### src/mwm_pkg.sv
package mwm_pkg;

   localparam int ADDRESS_BITS_DEFAULT = 6;
   localparam int DATA_BITS_DEFAULT    = 16;

   localparam int RETRY_BITS     = 4;
   localparam int CSR_INDEX_BITS = 2;
   localparam int CSR_DATA_BITS  = 4;

   localparam logic [RETRY_BITS-1:0] RETRY_LIMIT_RESET = 4'd10;
   localparam logic                  WRAP_WRITES_RESET = 1'b1;

   localparam logic [CSR_INDEX_BITS-1:0] CSR_RETRY_LIMIT = 2'd0;
   localparam logic [CSR_INDEX_BITS-1:0] CSR_WRAP_WRITES = 2'd1;

   // Microwire opcode codes 2'b.. sent after the start bit
   localparam logic [1:0] CODE_READ  = 2'b10;
   localparam logic [1:0] CODE_WRITE = 2'b01;
   localparam logic [1:0] CODE_ERASE = 2'b11;
   localparam logic [1:0] CODE_EXT   = 2'b00;

   // extended commands: top two address bits
   localparam logic [1:0] EXT_WRAL = 2'b01;
   localparam logic [1:0] EXT_ERAL = 2'b10;
   localparam logic [1:0] EXT_EWEN = 2'b11;
   localparam logic [1:0] EXT_EWDS = 2'b00;

   typedef enum logic [2:0] {
      OP_READ  = 3'd0,
      OP_WRITE = 3'd1,
      OP_WRAL  = 3'd2,
      OP_ERASE = 3'd3,
      OP_ERAL  = 3'd4,
      OP_EWEN  = 3'd5,
      OP_EWDS  = 3'd6
   } opcode_type;

endpackage

### src/microwire_eeprom_command_master_core.sv
// Microwire master for a 93C46-style serial EEPROM. Each accepted req_ item is one
// tick of the serial sequence: it carries an optional command (taken only while idle,
// opcode seven ignored) and the DO level sampled on that tick, and it yields exactly
// one rsp_ item with the CS, SK and DI levels for that tick plus busy, done and the
// last read result. Pin levels follow the state before the tick; the DO sample then
// moves the state. A command raises CS, waits for DO high, then sends start bit,
// opcode and address (and the data word for writes), one SK-high and one SK-low tick
// per bit. With wrap_writes set, write, write-all, erase and erase-all are framed by
// EWEN and EWDS. Reads check the dummy zero and retry up to retry_limit attempts,
// or one attempt when it is zero. One item is taken every clock cycle unless a
// finished result in the result register, the single register stage behind the
// input handshake, is not taken; only then does the core stall.
module microwire_eeprom_command_master_core #(
   parameter int ADDRESS_BITS = mwm_pkg::ADDRESS_BITS_DEFAULT,
   parameter int DATA_BITS    = mwm_pkg::DATA_BITS_DEFAULT
) (
   input  logic                               clock,
   input  logic                               reset,
   input  logic                               csr_write_enable,
   input  logic [mwm_pkg::CSR_INDEX_BITS-1:0] csr_index,
   input  logic [mwm_pkg::CSR_DATA_BITS-1:0]  csr_write_data,
   input  logic                               req_valid,
   output logic                               req_ready,
   input  logic                               req_start_req,
   input  logic [2:0]                         req_opcode,
   input  logic [ADDRESS_BITS-1:0]            req_word_address,
   input  logic [DATA_BITS-1:0]               req_write_word,
   input  logic                               req_serial_data_from_memory,
   output logic                               rsp_valid,
   input  logic                               rsp_ready,
   output logic                               rsp_chip_select,
   output logic                               rsp_serial_clock,
   output logic                               rsp_serial_data_to_memory,
   output logic                               rsp_busy_res,
   output logic                               rsp_done_res,
   output logic [DATA_BITS-1:0]               rsp_read_word,
   output logic                               rsp_read_failed
);
   import mwm_pkg::*;

   localparam int HEAD_BITS  = 3 + ADDRESS_BITS;
   localparam int FRAME_BITS = HEAD_BITS + DATA_BITS;
   localparam int CNT_BITS   = $clog2(FRAME_BITS + 1);

   typedef enum logic [2:0] {
      PH_IDLE, PH_SELECT, PH_BIT_HI, PH_BIT_LO, PH_IN_HI, PH_IN_LO, PH_END, PH_RETRY
   } phase_type;

   phase_type                 phase_ff, phase_in;
   logic [1:0]                step_ff, step_in;
   logic [CNT_BITS-1:0]       cnt_ff, cnt_in, cnt_dec;
   logic [FRAME_BITS-1:0]     out_shift_ff, out_shift_in, bit_sel;
   logic [DATA_BITS-1:0]      in_shift_ff, in_shift_in;
   logic [RETRY_BITS-1:0]     attempt_ff, attempt_in;
   logic                      wrap_ff, wrap_in;
   opcode_type                op_ff, op_in;
   logic [ADDRESS_BITS-1:0]   addr_ff, addr_in;
   logic [DATA_BITS-1:0]      data_ff, data_in;
   logic [RETRY_BITS-1:0]     retry_limit_ff;
   logic                      wrap_writes_ff;
   logic                      rsp_valid_ff;
   logic                      cs_ff, sk_ff, di_ff, busy_ff, done_ff, done_in;
   logic [DATA_BITS-1:0]      word_ff, word_in;
   logic                      failed_ff, failed_in;
   logic                      accept, load, cs_now, sk_now, di_now, busy_now, dout;
   logic [RETRY_BITS-1:0]     limit;
   opcode_type                kind_cur, kind_ld;

   function automatic logic is_wrapped(logic wrap, opcode_type op);
      return wrap && (op == OP_WRITE || op == OP_WRAL || op == OP_ERASE || op == OP_ERAL);
   endfunction

   function automatic opcode_type current_kind(logic wrap, opcode_type op, logic [1:0] step);
      opcode_type kind;
      kind = op;
      if (is_wrapped(wrap, op)) begin
         if (step == 2'd0) kind = OP_EWEN;
         else if (step >= 2'd2) kind = OP_EWDS;
      end
      return kind;
   endfunction

   function automatic logic has_data(opcode_type kind);
      return kind == OP_WRITE || kind == OP_WRAL;
   endfunction

   function automatic logic [FRAME_BITS-1:0] frame_value(opcode_type kind,
                                                         logic [ADDRESS_BITS-1:0] addr,
                                                         logic [DATA_BITS-1:0] data);
      logic [1:0]              code;
      logic [ADDRESS_BITS-1:0] field;
      logic [HEAD_BITS-1:0]    head;
      logic [FRAME_BITS-1:0]   frame;
      code  = CODE_EXT;
      field = '0;
      unique case (kind)
         OP_READ:  begin code = CODE_READ;  field = addr; end
         OP_WRITE: begin code = CODE_WRITE; field = addr; end
         OP_WRAL:  field = {EXT_WRAL, {(ADDRESS_BITS-2){1'b0}}};
         OP_ERASE: begin code = CODE_ERASE; field = addr; end
         OP_ERAL:  field = {EXT_ERAL, {(ADDRESS_BITS-2){1'b0}}};
         OP_EWEN:  field = {EXT_EWEN, {(ADDRESS_BITS-2){1'b0}}};
         default:  field = {EXT_EWDS, {(ADDRESS_BITS-2){1'b0}}};
      endcase
      head = {1'b1, code, field};
      if (has_data(kind)) frame = {head, data};
      else frame = {{DATA_BITS{1'b0}}, head};
      return frame;
   endfunction

   assign accept    = req_valid && req_ready;
   assign req_ready = !rsp_valid_ff || rsp_ready;
   assign dout      = req_serial_data_from_memory;
   assign limit     = (retry_limit_ff == '0) ? RETRY_BITS'(1) : retry_limit_ff;
   assign kind_cur  = current_kind(wrap_ff, op_ff, step_ff);
   assign cnt_dec   = (cnt_ff != '0) ? cnt_ff - 1'b1 : cnt_ff;

   // pin levels come from the state before this tick
   assign cs_now   = !(phase_ff == PH_IDLE || phase_ff == PH_END || phase_ff == PH_RETRY);
   assign sk_now   = (phase_ff == PH_BIT_HI || phase_ff == PH_IN_HI);
   assign busy_now = (phase_ff != PH_IDLE);
   assign bit_sel  = out_shift_ff >> (cnt_ff - 1'b1);
   assign di_now   = (phase_ff == PH_BIT_HI || phase_ff == PH_BIT_LO) && (cnt_ff != '0)
                     && bit_sel[0];

   always_comb begin
      phase_in     = phase_ff;
      step_in      = step_ff;
      cnt_in       = cnt_ff;
      out_shift_in = out_shift_ff;
      in_shift_in  = in_shift_ff;
      attempt_in   = attempt_ff;
      wrap_in      = wrap_ff;
      op_in        = op_ff;
      addr_in      = addr_ff;
      data_in      = data_ff;
      word_in      = word_ff;
      failed_in    = failed_ff;
      done_in      = 1'b0;
      load         = 1'b0;
      unique case (phase_ff)
         PH_IDLE: begin
            if (req_start_req && req_opcode <= OP_EWDS) begin
               wrap_in    = wrap_writes_ff;
               op_in      = opcode_type'(req_opcode);
               addr_in    = req_word_address;
               data_in    = req_write_word;
               step_in    = 2'd0;
               attempt_in = '0;
               load       = 1'b1;
               phase_in   = PH_SELECT;
            end
         end
         PH_SELECT: begin
            if (dout) phase_in = PH_BIT_HI;
         end
         PH_BIT_HI: phase_in = PH_BIT_LO;
         PH_BIT_LO: begin
            cnt_in = cnt_dec;
            if (cnt_dec != '0) begin
               phase_in = PH_BIT_HI;
            end else if (kind_cur != OP_READ) begin
               phase_in = PH_END;
            end else if (!dout) begin
               in_shift_in = '0;
               cnt_in      = CNT_BITS'(DATA_BITS);
               phase_in    = PH_IN_HI;
            end else begin
               attempt_in = attempt_ff + 1'b1;
               if (attempt_in >= limit) begin
                  word_in   = '1;
                  failed_in = 1'b1;
                  phase_in  = PH_END;
               end else begin
                  phase_in = PH_RETRY;
               end
            end
         end
         PH_IN_HI: phase_in = PH_IN_LO;
         PH_IN_LO: begin
            in_shift_in = {in_shift_ff[DATA_BITS-2:0], dout};
            cnt_in      = cnt_dec;
            if (cnt_dec == '0) begin
               word_in   = in_shift_in;
               failed_in = 1'b0;
               phase_in  = PH_END;
            end else begin
               phase_in = PH_IN_HI;
            end
         end
         PH_RETRY: begin
            load     = 1'b1;
            phase_in = PH_SELECT;
         end
         PH_END: begin
            if (is_wrapped(wrap_ff, op_ff) && step_ff < 2'd2) begin
               step_in  = step_ff + 1'b1;
               load     = 1'b1;
               phase_in = PH_SELECT;
            end else begin
               step_in  = 2'd0;
               cnt_in   = '0;
               phase_in = PH_IDLE;
               done_in  = 1'b1;
            end
         end
      endcase
      kind_ld = current_kind(wrap_in, op_in, step_in);
      if (load) begin
         out_shift_in = frame_value(kind_ld, addr_in, data_in);
         cnt_in       = has_data(kind_ld) ? CNT_BITS'(FRAME_BITS) : CNT_BITS'(HEAD_BITS);
      end
   end

   always_ff @(posedge clock) begin
      if (reset) begin
         retry_limit_ff <= RETRY_LIMIT_RESET;
         wrap_writes_ff <= WRAP_WRITES_RESET;
         phase_ff       <= PH_IDLE;
         step_ff        <= 2'd0;
         cnt_ff         <= '0;
         out_shift_ff   <= '0;
         in_shift_ff    <= '0;
         attempt_ff     <= '0;
         wrap_ff        <= 1'b0;
         op_ff          <= OP_READ;
         addr_ff        <= '0;
         data_ff        <= '0;
         word_ff        <= '0;
         failed_ff      <= 1'b0;
         cs_ff          <= 1'b0;
         sk_ff          <= 1'b0;
         di_ff          <= 1'b0;
         busy_ff        <= 1'b0;
         done_ff        <= 1'b0;
         rsp_valid_ff   <= 1'b0;
      end else begin
         if (csr_write_enable) begin
            if (csr_index == CSR_RETRY_LIMIT) retry_limit_ff <= csr_write_data;
            else if (csr_index == CSR_WRAP_WRITES) wrap_writes_ff <= csr_write_data[0];
         end
         if (accept) begin
            phase_ff     <= phase_in;
            step_ff      <= step_in;
            cnt_ff       <= cnt_in;
            out_shift_ff <= out_shift_in;
            in_shift_ff  <= in_shift_in;
            attempt_ff   <= attempt_in;
            wrap_ff      <= wrap_in;
            op_ff        <= op_in;
            addr_ff      <= addr_in;
            data_ff      <= data_in;
            word_ff      <= word_in;
            failed_ff    <= failed_in;
            cs_ff        <= cs_now;
            sk_ff        <= sk_now;
            di_ff        <= di_now;
            busy_ff      <= busy_now;
            done_ff      <= done_in;
            rsp_valid_ff <= 1'b1;
         end else if (rsp_ready) begin
            rsp_valid_ff <= 1'b0;
         end
      end
   end

   assign rsp_valid                 = rsp_valid_ff;
   assign rsp_chip_select           = cs_ff;
   assign rsp_serial_clock          = sk_ff;
   assign rsp_serial_data_to_memory = di_ff;
   assign rsp_busy_res              = busy_ff;
   assign rsp_done_res              = done_ff;
   assign rsp_read_word             = word_ff;
   assign rsp_read_failed           = failed_ff;

   a_done_frame: assert property (@(posedge clock) disable iff (reset)
      (rsp_valid && rsp_done_res) |-> (rsp_busy_res && !rsp_chip_select && !rsp_serial_clock))
      else $error("done item without busy or with CS/SK high");

   a_sk_needs_cs: assert property (@(posedge clock) disable iff (reset)
      (rsp_valid && rsp_serial_clock) |-> rsp_chip_select)
      else $error("SK high while CS low");

   a_cnt_range: assert property (@(posedge clock) disable iff (reset)
      (cnt_ff <= CNT_BITS'(FRAME_BITS)) && (step_ff <= 2'd2))
      else $error("bit counter or sub-command step out of range");

   a_idle_clean: assert property (@(posedge clock) disable iff (reset)
      (accept && phase_ff == PH_END && phase_in == PH_IDLE) |=> (cnt_ff == '0 && step_ff == 2'd0))
      else $error("sequence ended without clearing counters");

endmodule
### config.mk
export PLATFORM = sky130hd
export DESIGN_NAME = microwire_eeprom_command_master_core
export DESIGN_NICKNAME = d
export VERILOG_FILES = /design/src/mwm_pkg.sv /design/src/microwire_eeprom_command_master_core.sv
export SDC_FILE = /design/constraint.sdc
export NUM_CORES = 1
export LEC_CHECK = 0
export BUFFER_PORTS_ARGS = -buffer_cell sky130_fd_sc_hd__buf_2
export CAP_MARGIN = 20
export CORE_MARGIN = 10
export CORE_UTILIZATION = 58
export DETAILED_ROUTE_END_ITERATION = 16
export GPL_ROUTABILITY_DRIVEN = 0
export PLACE_DENSITY = 0.82
export SYNTH_ARGS = -nofsm -noshare
export SYNTH_HDL_FRONTEND = slang
export SYNTH_SLANG_ARGS = --single-unit
### constraint.sdc
create_clock -name clock -period 3.8 [get_ports clock]
set_clock_uncertainty 0.1 [all_clocks]
set_input_delay 0.76 -clock clock [delete_from_list [all_inputs] [get_ports clock]]
set_output_delay 0.76 -clock clock [all_outputs]
set_load 0.05 [all_outputs]
==> summary.md, run 1 <==
| Metric | Value |
|---|---|
| Status | completed |
| FF-to-FF Start | cnt_ff[0]$_SDFFE_PP0P_ |
| CTS max path bufs | 2 |
| Total number of vias | 4938 |
| Peak Freq | 300 MHz |
| CP Launch Type | register |
| Yosys cell types | 64 |
| Post-layout min period | 3.33 ns |
| Number of port buffers | 61 |
| Async SR Flop Fraction | 0% |
| Post-CTS setup buffer count | 0 |
| Hold wc startpoint | data_ff[2]$_SDFFE_PP0P_ |
| Largest cells by area after synthesis | dfxtp_1, nand2_1, a21oi_1 |
| Root buf cell | clkbuf_8 |
| CTS tree | done |
| Adder-cell share of the synthesized area | 1.87% |
| Fin. Hold Viols | 0 |
| Layout cell share with drive strength beyond 1 | 18.0% |
| Mux contribution to synthesized area | 5.33% |
| Antenna-violating nets left | 0 |
| Nets | 724 |
| Cells after synthesis | 640 |
| Synthesized area | 5230 µm² |
| Synth top area share | 41.3% |
| TritonCTS Sinks | 108 |
| CP Max Fanout | 18 |
| Arrival @ worst endpoint | 3.56 ns |
| Worst skew pair latency | 0.38 ns |
| Crit end category | register |
| Initial drt markers | 356 |
| Post-Syn Nets | 685 |
| Post-Route Utilization | 65.9% |
| Placeable Area | 8760 µm² |
| Die ar. | 13200 µm² |
| ANT cells | 0 |
| Largest family of logic cells by synthesized area | compound AO/OA/AOI/OAI gates |
| Final WL | 13500 µm |
| Vias in the first global route | 4612 |
| Class of the worst hold path | reg -> reg |
| FF+latch count, synth | 108 |
| Grt ovf | 0 |
| Critical path class | reg -> reg |
| Leak pwr | 2.28 nW |
| Slew margin rel. | 46.3% |
| IO Pins | 62 |
| FF/Latch Area | 2160 µm² |
| Data required time of the critical path | 4.03 ns |
| WL/cell | 17.0 µm |
| Max cap viols | 0 |
| Sequential-to-total area share from yosys stat | 41.3% |
| Simple-gate area share of the yosys netlist | 22.8% |
| Multi-input gate area | 2820 µm² |
| Clock slew at reported path FFs | 0.11 ns |
| P per Cell Area | 386 nW/µm² |
| Setup TNS | 0 ns |
| Post-synth top cells | nand2_1, dfxtp_1, a21oi_1, nor2_1, clkbuf_1 |
| Pre-antenna DRT Iters | 9 |
| Largest net degree at the start of global routing | 57 |
| Post-synth top area cell | dfxtp_1 |
| Period utilisation layout | 87.7% |
| Vert. Die Dim | 115 µm |
| Most frequent cell after synthesis | nand2_1 |
| Vias per inst | 6.23 |
| Slew Limit Fails | 0 |
| Synth Area in Compound Gates | 23.1% |
| Final setup fails | 0 |
| Num CTS Buffers | 9 |
| HPWL after DPL | 9330 µm |
| Fillers | 744 |
| Row Count | 34 |
| Synth Warn # | 0 |
| Count of flip-flops with a built-in enable after synthesis | 0 |
| Chip width | 115 µm |
| H-Tree Level Count | 3 |
| Crit. Startpoint | cnt_ff[0]$_SDFFE_PP0P_ |
| Starting Density | 59.7% |
| Post_cts resized | 0 |
| Synth Flop Type | dfxtp_1 |
| Layout area overhead | 10.4% |
| Hold_buf cts | 0 |
| DRC | 0 |
| RSZ-0062 raised after global routing | no |
| Synthesized area per cell | 8.17 µm² |
| Overall Global Routing Usage | 20.1% |
| Worst-Margin Slew | 0.805 ns |
| Synth Area in XOR/XNOR | 0.837% |
| Global-route wire length before repair | 22400 µm |
| Antenna violations before repair | 0 |
| Worst vdd ir | 0.239 mV |
registers in the layout, summed over array words and instances, names as in the netlist, 2 cells and up:
| name | flops |
|---|---|
| in_shift_ff | 15 |
| step_ff | 2 |
| cnt_ff | 5 |
| rsp_read_word | 16 |
| addr_ff | 6 |
| retry_limit_ff | 4 |
| out_shift_ff | 25 |
| data_ff | 16 |
| attempt_ff | 4 |
| phase_ff | 3 |
| op_ff | 3 |
layout make-up:
cell class | count | area share [%]
well taps | 108 | 2.34
flip-flops and latches | 108 | 37.4
repair buffers | 74 | 6.98
inverters | 14 | 0.910
clock inverters | 7 | 1.32
multi-input cells | 472 | 48.9
clock buffers | 9 | 2.14
per-stage QoR:
step / hold WS [ns] / instances / instance area, µm² / setup WS [ns] / power [mW]
2_1_floorplan: 0.329 / 640 / 5230 / 0.974 / 1.44
3_3_place_gp: 0.342 / 776 / 5580 / 0.732 / 1.52
3_5_place_dp: 0.348 / 776 / 5580 / 0.528 / 1.53
4_1_cts: 0.364 / 792 / 5780 / 0.506 / 2.23
5_1_grt: 0.375 / 792 / 5780 / 0.166 / 2.32
6_report: 0.363 / 792 / 5780 / 0.469 / 2.23
routing by layer:
metal / routed length (µm) / GRT usage, %
met5: 0 / 0
met3: 955 / 3.80
met2: 6610 / 34.3
met1: 5710 / 25.0
met4: 198 / 6.11
power breakdown:
group          internal [mW]  total [mW]  switching [mW]
Clock                  0.264       0.714           0.450
Combinational          0.115       0.323           0.208
Sequential              1.16        1.19          0.0286
Total                   1.54        2.23           0.687
path summary, 6_finish.rpt:
path                                    to  slack, ns  cells after the start
max reg2reg  rsp_read_word[5]$_SDFFE_PP0P_       0.47                      8
max          rsp_read_word[5]$_SDFFE_PP0P_       0.47                      8
min reg2reg        data_ff[2]$_SDFFE_PP0P_       0.36                      2
min                data_ff[2]$_SDFFE_PP0P_       0.36                      2
cell families (layout without fill, tap and decap cells):
| group | after synthesis | in the layout |
|---|---|---|
| fa+ha+maj | 8 | 8 |
| buf+inv | 60 | 104 |
| compound gates | 176 | 176 |
| simple gates | 263 | 263 |
| flops | 108 | 108 |
| xor+xnor | 5 | 5 |
| mux | 20 | 20 |
worst max-delay path: stages (launching register included):
cell and delay [ns]:
dfxtp_1 0.49, inv_1 0.17, ha_1 0.25, nor3b_1 0.61, nand2b_1 0.19, a21o_2 0.29, nand2b_1 0.49, o31ai_4 0.37
o221a_2 0.32
placed cells by master, fill, tap and decap left out, drive strengths merged, types with 3 or more instances in the layout:
| cell | netlist | routed |
|---|---|---|
| a211oi | 6 | 6 |
| a21o | 4 | 4 |
| a21oi | 59 | 59 |
| a22oi | 6 | 6 |
| a31oi | 5 | 5 |
| a32oi | 17 | 17 |
| and3 | 3 | 3 |
| buf | 10 | 74 |
| clkbuf | 36 | 9 |
| dfxtp | 108 | 108 |
| ha | 7 | 7 |
| inv | 14 | 19 |
| mux2 | 3 | 3 |
| mux2i | 11 | 11 |
| mux4 | 6 | 6 |
| nand2 | 122 | 122 |
| nand2b | 8 | 8 |
| nand3 | 19 | 19 |
| nand3b | 7 | 7 |
| nor2 | 59 | 59 |
| nor2b | 6 | 6 |
| nor3 | 16 | 16 |
| nor3b | 4 | 4 |
| o211ai | 3 | 3 |
| o21a | 3 | 3 |
| o21ai | 33 | 33 |
| o221a | 16 | 16 |
| o22ai | 3 | 3 |
| o32ai | 3 | 3 |
| or3 | 3 | 3 |
| or4 | 3 | 3 |
| xor2 | 3 | 3 |
Note: power is estimated with default switching activity, not from simulation.
==> inputs of run 2 (changes only) <==
- GPL_TIMING_DRIVEN: default -> 0
==> summary.md, run 2 (synthesis results as in run 1) <==
| Metric | Value |
|---|---|
| Status | completed |
| Nets | 754 (+4.1%) |
| Final WL | 14700 µm (+9.4%) |
| WL/cell | 17.9 µm (+5.4%) |
| Post-CTS setup buffer count | 0 (unchanged) |
| Chip width | 115 µm (unchanged) |
| Initial drt markers | 570 (+60%) |
| Antenna-violating nets left | 0 (unchanged) |
| Slew margin rel. | 44.5% (-1.7 points) |
| CP Max Fanout | 10 (-8) |
| Hold-critical path depth | 2 (unchanged) |
| Clock slew at reported path FFs | 0.12 ns (about the same) |
| Fillers | 712 (-4.3%) |
| RSZ-0062 raised after global routing | no |
| Worst vdd ir | 0.276 mV (+16%) |
| Placeable Area | 8760 µm² (unchanged) |
| Vias per inst | 6.20 (-0.55%) |
| Number of port buffers | 58 (-4.9%) |
| CTS max path bufs | 2 (unchanged) |
| Layout area overhead | 12.3% |
| Vert. Die Dim | 115 µm (unchanged) |
| Slew Limit Fails | 0 (unchanged) |
| Reg with most FFs | out_shift_ff |
| Leak pwr | 2.28 nW (+0.24%) |
| Overall Global Routing Usage | 22.0% (+1.9 points) |
| Post-layout power | 2.29 mW (+2.6%) |
| Commonest non-fill, non-tap cells in the layout | nand2_1, dfxtp_1, buf_2 |
| TritonCTS Sinks | 108 (unchanged) |
| Row Count | 34 (unchanged) |
| Layout cell share with drive strength beyond 1 | 15.8% (-2.2 points) |
| Hold Slack | 0.357 ns (-0.00560 ns) |
| Class of the worst hold path | reg -> reg |
| Arrival @ worst endpoint | 3.55 ns (about the same) |
| FF/Latch Area | 2160 µm² (unchanged) |
| Crit end category | register |
| Num CTS Buffers | 9 (unchanged) |
| Global-route wire length before repair | 24200 µm (+8.2%) |
| Post-layout min period | 3.39 ns (+0.0614 ns) |
| Most common cell after layout, fill and taps aside | nand2_1 |
| CTS tree | done |
| HPWL after DPL | 11000 µm (+18%) |
| P per Cell Area | 390 nW/µm² (+0.93%) |
| Critical path class | reg -> reg |
| Grt ovf | 0 (unchanged) |
| Final setup fails | 0 (unchanged) |
| Worst-Margin Slew | 0.823 ns (+0.0181 ns) |
| Max reg flops | 25 (unchanged) |
| Multi-input gate area | 2820 µm² (unchanged) |
| Worst skew pair latency | 0.38 ns (about the same) |
| Root buf cell | clkbuf_8 |
| Cells on worst reg2reg path | 10 (+2) |
| ANT cells | 0 (unchanged) |
| Starting Density | 59.7% (unchanged) |
| Vias in the first global route | 4983 (+8.0%) |
| Hold_buf cts | 0 (unchanged) |
| CP Launch Type | register |
| Post_cts resized | 0 (unchanged) |
| Total number of vias | 5097 (+3.2%) |
| Setup TNS | 0 ns (unchanged) |
| H-Tree Level Count | 3 (unchanged) |
| Placed instance count | 806 (+3.9%) |
| Data required time of the critical path | 3.96 ns (-0.07 ns) |
| Peak Freq | 295 MHz (-1.8%) |
| Fin cells | 822 (+3.8%) |
| DRC | 0 (unchanged) |
| IO Pins | 62 (unchanged) |
| Pre-antenna DRT Iters | 5 (-4) |
| Antenna violations before repair | 0 (unchanged) |
| Period utilisation layout | 89.3% (+1.6 points) |
| Largest net degree at the start of global routing | 21 (-63%) |
| Max cap viols | 0 (unchanged) |
| Fin. Hold Viols | 0 (unchanged) |
| Die ar. | 13200 µm² (unchanged) |
-- run 2: cell type report --
class,instances,area share [%]
buffer,46,3.28
clock inverter,7,1.58
clock buffer,9,2.11
sequential,108,36.8
tap,108,2.30
inverter,14,0.895
timing repair buffer,58,4.94
multi-input combinational,472,48.1
-- run 2: report_power, final --
group | internal [mW] | switching [mW]
clock network | 0.322 | 0.434
logic | 0.113 | 0.235
registers | 1.16 | 0.0203
-- run 2: worst max-delay path, cell delays in order, from the launching register on --
cell      delay (ns)
dfxtp_1         0.33
buf_1           0.28
inv_1           0.18
ha_1            0.26
nor3b_1         0.67
nand2b_1        0.20
a21o_2          0.30
o41a_1          0.40
clkbuf_1        0.24
o21ai_0         0.23
a21oi_1         0.09
-- run 2: layer usage --
layer	vias up	wire [µm]	part of all wire, %	GRT usage, %
met2	261	6980	47	36.2
met1	2356	6000	41	27.4
met5	-	0	0	0
li1	2446	-	-	-
met4	0	384	2.6	8.91
met3	34	1380	9.4	4.58
-- run 2: per-stage QoR --
step           util, %  setup WS [ns]  instance area (µm²)
6_report          67.0          0.408                 5870
5_1_grt           67.0          0.132                 5870
4_1_cts           67.0          0.470                 5870
3_5_place_dp      64.5          0.501                 5660
3_3_place_gp      64.5          0.524                 5660
2_1_floorplan        -          0.974                 5230
-- run 2: path summary, 6_finish.rpt --
path                               start                            to  slack, ns
max               cnt_ff[0]$_SDFFE_PP0P_  in_shift_ff[11]$_SDFFE_PP0P_       0.41
min          in_shift_ff[6]$_SDFFE_PP0P_   in_shift_ff[7]$_SDFFE_PP0P_       0.36
min reg2reg  in_shift_ff[6]$_SDFFE_PP0P_   in_shift_ff[7]$_SDFFE_PP0P_       0.36
max reg2reg       cnt_ff[0]$_SDFFE_PP0P_  in_shift_ff[11]$_SDFFE_PP0P_       0.41
==> inputs of run 3 (changes only) <==
- PLACE_DENSITY: 0.82 -> 0.79
- RECOVER_POWER: default -> 100
==> summary.md, run 3 (synthesis results as in run 1) <==
| Metric | Value |
|---|---|
| Status | completed |
| Crit end category | register |
| Largest net degree at the start of global routing | 20 (-4.8%) |
| Root buf cell | clkbuf_8 |
| Layout cell share with drive strength beyond 1 | 11.8% (-4.1 points) |
| Vias in the first global route | 4964 (-0.38%) |
| FF-to-FF Start | cnt_ff[0]$_SDFFE_PP0P_ |
| Num CTS Buffers | 9 (unchanged) |
| Class of the worst hold path | reg -> reg |
| CP max stage cell | o31ai_2 |
| Max incr delay on CP | 0.53 ns (-0.14 ns) |
| Total number of vias | 5166 (+1.4%) |
| HPWL after DPL | 11000 µm (+0.38%) |
| Vert. Die Dim | 115 µm (unchanged) |
| Hold_buf cts | 0 (unchanged) |
| Critical path class | reg -> reg |
| Most frequent CP cell | clkbuf_1 |
| Max reg flops | 25 (unchanged) |
| Commonest non-fill, non-tap cells in the layout | nand2_1, dfxtp_1, clkbuf_1 |
| Crit. Startpoint | cnt_ff[0]$_SDFFE_PP0P_ |
| Hold-critical path depth | 2 (unchanged) |
| Worst Setup EP | rsp_read_word[6]$_SDFFE_PP0P_ |
| Worst vdd ir | 0.289 mV (+4.7%) |
| DRC | 0 (unchanged) |
| Arrival @ worst endpoint | 3.65 ns (+0.10 ns) |
| Die ar. | 13200 µm² (unchanged) |
| Pre-antenna DRT Iters | 5 (unchanged) |
| Final setup fails | 0 (unchanged) |
| Cells on worst reg2reg path | 9 (-1) |
| Antenna-violating nets left | 0 (unchanged) |
| ANT cells | 0 (unchanged) |
| Vias per inst | 6.28 (+1.4%) |
| Fin. Hold Viols | 0 (unchanged) |
| Initial drt markers | 513 (-10%) |
| Placeable Area | 8760 µm² (unchanged) |
| Fillers | 804 (+13%) |
| IO Pins | 62 (unchanged) |
| Buf/Inv on CP | 4 (+1) |
| Worst path depth | 9 (-1) |
| Antenna violations before repair | 0 (unchanged) |
| Slew margin rel. | 27.3% (-17 points) |
| RSZ-0062 raised after global routing | no |
| Starting Density | 59.7% (unchanged) |
| Setup TNS | 0 ns (unchanged) |
| Period utilisation layout | 90.0% (+0.76 points) |
| Row Count | 34 (unchanged) |
| Grt ovf | 0 (unchanged) |
| Most common cell after layout, fill and taps aside | nand2_1 |
| CTS tree | done |
| Final WL | 15000 µm (+1.9%) |
| Max cap viols | 0 (unchanged) |
| Overall Global Routing Usage | 22.2% (+0.27 points) |
| Final non-filler cell area | 5820 µm² (-0.96%) |
| CTS max path bufs | 2 (unchanged) |
| Post-Route Utilization | 66.4% (-0.64 points) |
| Worst-Margin Slew | 1.08 ns (+0.256 ns) |
| Clock slew at reported path FFs | 0.11 ns (about the same) |
| Crit path max-delay family | buffers and inverters |
| TritonCTS Sinks | 108 (unchanged) |
| H-Tree Level Count | 3 (unchanged) |
| Worst reg2reg setup slack | 0.38 ns (-0.03 ns) |
| WL/cell | 18.3 µm (+1.9%) |
| Crit-path cells | clkbuf_1, inv_1, ha_1, clkbuf_1, a31oi_1, or3_4, o31ai_2, buf_6, o221a_2 |
| Nets | 754 (unchanged) |
| P per Cell Area | 392 nW/µm² (+0.55%) |
| Leak pwr | 2.16 nW (-5.3%) |
| Layout area overhead | 11.2% |
| Post-layout power | 2.28 mW (-0.41%) |
| CP Max Fanout | 10 (unchanged) |
| Number of port buffers | 58 (unchanged) |
| Reg with most FFs | out_shift_ff |
| RR Endpoint | rsp_read_word[6]$_SDFFE_PP0P_ |
| Chip width | 115 µm (unchanged) |
| Placed cell area | 5660 µm² (unchanged) |
| Post-CTS setup buffer count | 0 (unchanged) |
| Post_cts resized | 0 (unchanged) |
| Slew Limit Fails | 0 (unchanged) |
| Peak Freq | 292 MHz (-0.84%) |
| Post-layout min period | 3.42 ns (+0.0288 ns) |
| CP Launch Type | register |
| Worst skew pair latency | 0.37 ns (about the same) |
| Global-route wire length before repair | 24300 µm (+0.28%) |
| Data required time of the critical path | 4.03 ns (+0.07 ns) |
-- run 3: report_power, final --
| part | leakage, nW | internal (mW) | switching, mW |
|---|---|---|---|
| sequential | 0.876 | 1.16 | 0.0203 |
| clock | 0.104 | 0.317 | 0.429 |
| combinational | 1.18 | 0.111 | 0.238 |
| total | 2.16 | 1.59 | 0.687 |
-- run 3: per-stage QoR --
| step | hold slack, ns | setup WS (ns) | instances |
|---|---|---|---|
| 2_1_floorplan | 0.329 | 0.974 | 640 |
| 3_3_place_gp | 0.341 | 0.546 | 806 |
| 3_5_place_dp | 0.351 | 0.481 | 806 |
| 4_1_cts | 0.366 | 0.445 | 822 |
| 5_1_grt | 0.381 | 0.100 | 822 |
| 6_report | 0.363 | 0.379 | 822 |
-- run 3: worst register-to-register path, cell delays in order, from the launching register on --
cell	delay, ns
dfxtp_1	0.37
clkbuf_1	0.50
inv_1	0.16
ha_1	0.32
clkbuf_1	0.38
a31oi_1	0.19
or3_4	0.42
o31ai_2	0.53
buf_6	0.22
o221a_2	0.19
-- run 3: how the worst min path moves through the flow --
| stage | from | to |
|---|---|---|
| 5_1_grt | data_ff[0]$_SDFFE_PP0P_ | data_ff[0]$_SDFFE_PP0P_ |
| 3_5_place_dp | data_ff[0]$_SDFFE_PP0P_ | data_ff[0]$_SDFFE_PP0P_ |
| 3_3_place_gp | out_shift_ff[6]$_SDFFE_PP0P_ | out_shift_ff[6]$_SDFFE_PP0P_ |
| 2_1_floorplan | out_shift_ff[6]$_SDFFE_PP0P_ | out_shift_ff[6]$_SDFFE_PP0P_ |
| 4_1_cts | data_ff[0]$_SDFFE_PP0P_ | data_ff[0]$_SDFFE_PP0P_ |
| 6_report | data_ff[0]$_SDFFE_PP0P_ | data_ff[0]$_SDFFE_PP0P_ |
-- run 3: area by class of cell --
type | count | area [µm²] | area share, %
sequential | 108 | 2160 | 37.2
clock inverter | 7 | 82.6 | 1.42
clock buffer | 9 | 124 | 2.13
inverter | 14 | 52.6 | 0.904
timing repair buffer | 58 | 259 | 4.45
buffer | 46 | 189 | 3.25
tap | 108 | 135 | 2.32
multi-input combinational | 472 | 2810 | 48.3
-- run 3: per-layer routing --
layer	up-vias	part of all wire (%)	track usage, %
met2	249	48	38.4
met1	2442	42	26.6
met5	-	0	0
li1	2442	-	-
met4	0	2.2	7.84
met3	33	8.3	4.74
